### config.mk
export PLATFORM = sky130hd
export DESIGN_NAME = lzd_front
export DESIGN_NICKNAME = d
export VERILOG_FILES = /design/src/design/lzd_pkg.sv /design/src/design/lzd_front.sv
export SDC_FILE = /design/constraint.sdc
export NUM_CORES = 1
export LEC_CHECK = 0
export ABC_AREA = 1
export BUFFER_PORTS_ARGS = -buffer_cell sky130_fd_sc_hd__buf_2
export CAP_MARGIN = 10
export CORE_MARGIN = 3
export CORE_UTILIZATION = 62
export CTS_BUF_LIST = sky130_fd_sc_hd__clkbuf_4
export CTS_CLUSTER_DIAMETER = 120
export DETAILED_ROUTE_END_ITERATION = 12
export PLACE_DENSITY = 0.93
export SKIP_CTS_REPAIR_TIMING = 1
export SYNTH_ARGS = -nofsm -noshare
export SYNTH_HDL_FRONTEND = slang
export SYNTH_SLANG_ARGS = --single-unit
### constraint.sdc
create_clock -name i_clk -period 4.5 [get_ports i_clk]
set_input_delay 0.9 -clock i_clk [delete_from_list [all_inputs] [get_ports i_clk]]
set_output_delay 0.9 -clock i_clk [all_outputs]
set_load 0.1 [all_outputs]
### src/design/lzd_pkg.sv
// ----------------------------------------------------------------------------
// lzd_pkg
// Shared types and constants for the image-plane LZ decoder.
// ----------------------------------------------------------------------------
package lzd_pkg;

    localparam int LW_W     = 11;   // line_width register
    localparam int OL_W     = 27;   // out_length register, bytes_written
    localparam int CC_W     = 11;   // copy count
    localparam int CFG_IX_W = 1;
    localparam int CFG_D_W  = 27;
    localparam int DCALC_W  = 17;   // signed scratch width for the distance table

    localparam logic [CFG_IX_W-1:0] CFG_LINE_WIDTH = 1'b0;
    localparam logic [CFG_IX_W-1:0] CFG_OUT_LENGTH = 1'b1;

    localparam logic [2:0] ST_RUN   = 3'd0;
    localparam logic [2:0] ST_DONE  = 3'd1;
    localparam logic [2:0] ST_TRUNC = 3'd2;
    localparam logic [2:0] ST_OVFL  = 3'd3;
    localparam logic [2:0] ST_BADD  = 3'd4;

    typedef struct packed {
        logic       action;
        logic [7:0] in_byte;
        logic       in_last;
    } t_item;

endpackage

### src/design/lzd_front.sv
// ----------------------------------------------------------------------------
// lzd_front
// Input queue: takes words, looks up the copy distance from the line width.
// ----------------------------------------------------------------------------
module lzd_front #(
    parameter int MAX_LINE_WIDTH = 1024,
    parameter int HISTORY_DEPTH  = 4096,
    parameter int DW             = $clog2(HISTORY_DEPTH + 1)
) (
    input  logic                    i_clk,
    input  logic                    i_rst_n,
    input  logic                    i_in_valid,
    output logic                    o_in_ready,
    input  lzd_pkg::t_item          i_item,
    input  logic [lzd_pkg::LW_W-1:0] i_line_width,
    output logic                    o_valid,
    output lzd_pkg::t_item          o_item,
    output logic [DW-1:0]           o_dist,
    input  logic                    i_pop
);
    import lzd_pkg::*;

    function automatic logic signed [DCALC_W-1:0] table_dist(
        input logic [3:0] sel, input logic [LW_W-1:0] w);
        logic signed [DCALC_W-1:0] ws;
        logic signed [DCALC_W-1:0] d;
        ws = $signed(DCALC_W'(w));
        unique case (sel)
            4'd1:    d = DCALC_W'(1);
            4'd2:    d = ws;
            4'd3:    d = ws + DCALC_W'(1);
            4'd4:    d = DCALC_W'(2);
            4'd5:    d = ws - DCALC_W'(1);
            4'd6:    d = ws <<< 1;
            4'd7:    d = DCALC_W'(3);
            4'd8:    d = (ws <<< 1) + DCALC_W'(2);
            4'd9:    d = ws + DCALC_W'(2);
            4'd10:   d = (ws <<< 1) + DCALC_W'(1);
            4'd11:   d = (ws <<< 1) - DCALC_W'(1);
            4'd12:   d = (ws <<< 1) - DCALC_W'(2);
            4'd13:   d = ws - DCALC_W'(2);
            4'd14:   d = (ws <<< 1) + ws;
            4'd15:   d = DCALC_W'(4);
            default: d = '0;
        endcase
        return d;
    endfunction

    logic [LW_W-1:0]            w;
    logic signed [DCALC_W-1:0]  d_raw;
    logic [DW-1:0]              d_ok;

    t_item                      r_ent [2];
    logic [DW-1:0]              r_ent_dist [2];
    logic                       r_wp, r_rp;
    logic [1:0]                 r_cnt;
    logic                       push;

    always_comb begin
        if (DCALC_W'(i_line_width) > DCALC_W'(MAX_LINE_WIDTH)) w = LW_W'(MAX_LINE_WIDTH);
        else w = i_line_width;
        d_raw = table_dist(i_item.in_byte[7:4], w);
        // out-of-range distances are stored as zero and rejected later
        if (d_raw < $signed(DCALC_W'(1)) || d_raw > $signed(DCALC_W'(HISTORY_DEPTH)))
            d_ok = '0;
        else
            d_ok = DW'(d_raw);
    end

    assign o_in_ready = (r_cnt != 2'd2);
    assign push       = i_in_valid && o_in_ready;
    assign o_valid    = (r_cnt != 2'd0);
    assign o_item     = r_ent[r_rp];
    assign o_dist     = r_ent_dist[r_rp];

    always_ff @(posedge i_clk) begin
        if (push) begin
            r_ent[r_wp]      <= i_item;
            r_ent_dist[r_wp] <= d_ok;
        end
    end

    always_ff @(posedge i_clk) begin
        if (!i_rst_n) begin
            r_wp  <= 1'b0;
            r_rp  <= 1'b0;
            r_cnt <= 2'd0;
        end else begin
            if (push) r_wp <= ~r_wp;
            if (i_pop) r_rp <= ~r_rp;
            if (push && !i_pop) r_cnt <= r_cnt + 2'd1;
            else if (!push && i_pop) r_cnt <= r_cnt - 2'd1;
        end
    end

endmodule

==> impl_metrics.ini <==
[route]
post_drt_via_cell_ratio = 5.94
wl_per_cell_um = 17.0
num_vias = 4725
final_antenna_net_count = 0
totalWireLength_um = 13500
drc_errors = 0
drt_iter0_drc = 436
dr.pass1.iters = 6

[worst_setup_path]
r2r_setup_slack_ns = 2.54
cp.required_ns = 4.67
critPathKind = primary input to flip-flop
crit_path_frequent_cell = nor2_1
r2r-end = r_ent[1][1]$_DFFE_PP_
max_stage_delay_ns = 0.44
crit_family = simple AND/OR/NAND/NOR gates
worstSetupStartpoint = i_line_width[9]
cp_slowest_cell = fa_1
reg2reg_from = r_cnt[0]$_SDFFE_PN0P_
end_kind = flip-flop
arrival_ns = 4.30
cp.buffers_inverters = 4
path_max_fanout = 8
cp_cell_sequence = buf_2 -> nor2_1 -> nand3_2 -> nor2_1 -> nor2_1 -> nor2_1 -> ha_1 -> inv_1 -> fa_1 -> inv_1 -> nand2_1 -> nand3_1 -> o211ai_1 -> nor3b_1 -> nand3_1 -> nor2_1 -> nand3_1 -> nor2_2 -> nand3_1 -> nand2_1 -> nand3_2 -> buf_4 -> nor2_1
crit_path_start_kind = primary input
reg2reg_depth = 4

[synth]
yosys_warnings = 0
synth_nets = 683
postSynthCellCount = 633
yosys_register_bits = 51
postSynthAreaPerCell_sq_um = 7.08
ys_types = 33
syn_area_sq_mm = 0.00448
ys_seq_area_frac = 0.331

[finish]
drive_gt1_frac = 0.183
final_core_util = 0.722
final_cell_mix = 165 x nand2_1, 92 x nand3_1, 78 x inv_1
multi_input_area_sq_mm = 0.00260
antenna_cells = 0
regArea_sq_mm = 0.00148
final_common_cell = nand2_1
final_nets = 748
synthToLayoutAreaGrowth_pct = 11.4
fillers = 607

[hold_path]
hold_path_class = flip-flop to flip-flop
hp-start = r_cnt[1]$_SDFFE_PN0P_
hold_end = r_cnt[1]$_SDFFE_PN0P_
hold_path_depth = 2

[clocking]
clock_latency_ns = 0.35
htreeDepth = 2
clock_tree.root_cell = clkbuf_4
path_clk_slew_ns = 0.13
clock_path_buffers = 2
clock-sinks = 51
cts_tree = done
cts_buffers = 5

[timing]
hold_viol = 0
fmax_ghz = 0.242
rsz0062_at_grt = false
layout_min_cycle_time_ns = 4.13
max-slew-margin-rel = 0.227
tightest_slew_ns = 1.16
setup_tns_ns = 0
final_max_slew_viol_count = 0
setup_violations = 0
skew_ns = 0.00563
holdWs_ns = 0.521
min_period_over_period = 0.917

[floorplanning]
core-area_sq_mm = 0.00691
row_count = 30
start_util = 0.649
dieHeight_um = 91.0
dieWidth_um = 91.0
dieArea_sq_mm = 0.00828
ios = 50

[run]
drv_cap = 0

[placed_design]
numPortBuffers = 49
place.gp.congestion = 1.04
hpwl_um = 10800

[global_routing]
first_global_vias = 4493
grt_pass1_wl_um = 22100
grt_max_degree = 25
grtUsageTotal = 0.330
antenna_found_initial = 0
gr-total-overflow = 0

[outcome]
outcome = finished, final reports clean

[power]
vdd_ir_drop_max_v = 0.000147
powerDensity_mw_per_mm2 = 282
p_leak_nw = 2.41
## synth_stat cells, drive strengths merged
master / n / area share
nand4: 21 / 0.029
o21ai: 21 / 0.023
nor3b: 1 / 0.0017
nor2: 89 / 0.082
mux2: 23 / 0.058
o2111ai: 1 / 0.0020
buf: 9 / 0.015
nand3: 95 / 0.11
inv: 83 / 0.070
xnor2: 2 / 0.0039
nor3: 3 / 0.0034
fa: 1 / 0.0045
clkinv: 1 / 0.00084
o21bai: 4 / 0.0092
o22ai: 4 / 0.0056
nand3b: 3 / 0.0050
a21oi: 16 / 0.018
a21o: 1 / 0.0017
edfxtp: 46 / 0.31
xor2: 4 / 0.0078
ha: 24 / 0.067
clkbuf: 5 / 0.0042
o211ai: 4 / 0.0067
nand2: 167 / 0.14
dfxtp: 5 / 0.022
## layer usage
metal | vias to the layer above | wire (um) | part of all wire | global-route usage
met4 | 0 | 734 | 0.054 | 0.190
li1 | 2249 | - | - | -
met3 | 72 | 1080 | 0.080 | 0.0530
met1 | 2129 | 5140 | 0.38 | 0.392
met5 | - | 0 | 0 | 0
met2 | 275 | 6590 | 0.49 | 0.563
## registers in the layout (all words and copies together) (netlist names), named ones only
| name | count |
|---|---|
| r_cnt | 2 |
| r_ent_dist | 26 |
| r_ent | 20 |
| r_rp | 1 |
| r_wp | 1 |
## per-stage QoR
step	area, sq um	power (mW)	worst slack (ns)	std cells
after floorplan	4480	1.08	0.566	633
after CTS	4990	1.40	0.483	795
after global placement	4940	1.20	0.280	787
after global routing	4990	1.47	0.116	795
final	4990	1.41	0.373	795
after detailed placement	4940	1.22	0.122	787
## worst max-delay path by stage
stage | slack (ns) | cells past startpoint | endpoint
final | 0.37 | 23 | r_ent_dist[0][0]$_DFFE_PP_
after global placement | 0.28 | 23 | r_ent_dist[0][5]$_DFFE_PP_
after CTS | 0.48 | 23 | r_ent_dist[0][0]$_DFFE_PP_
after global routing | 0.12 | 22 | r_ent_dist[0][0]$_DFFE_PP_
after detailed placement | 0.12 | 23 | r_ent_dist[0][0]$_DFFE_PP_
after floorplan | 0.57 | 23 | r_ent_dist[0][3]$_DFFE_PP_
## power by group
part	switching (mW)	internal, mW
sequential	0.0190	0.573
combinational	0.480	0.149
clock	0.130	0.0575
## cell families (layout without fill, tap and decap cells)
family          Yosys count  after routing  share of synthesized area
simple gates            379            379                      0.372
fa+ha+maj                25             25                     0.0715
compound gates           51             51                     0.0665
xor+xnor                  6              6                     0.0117
mux                      23             23                     0.0578
buf+inv                  98            164                     0.0896
flops                    51             51                      0.331
## worst reg2reg max path, stage by stage, from the launching register on
cell and delay (ns):
dfxtp_1 0.35, inv_1 0.10, nand2_1 0.11, nand2_1 0.13
nor2_2 0.89
## layout make-up
| type | instances | share of cell area |
|---|---|---|
| sequential | 51 | 0.297 |
| clock buffer | 5 | 0.00752 |
| tap | 96 | 0.0241 |
| timing repair buffer | 72 | 0.0838 |
| clock inverter | 3 | 0.00301 |
| inverter | 84 | 0.0632 |
| multi-input combinational | 484 | 0.522 |
No activity file was read; power rests on OpenSTA's default activity.
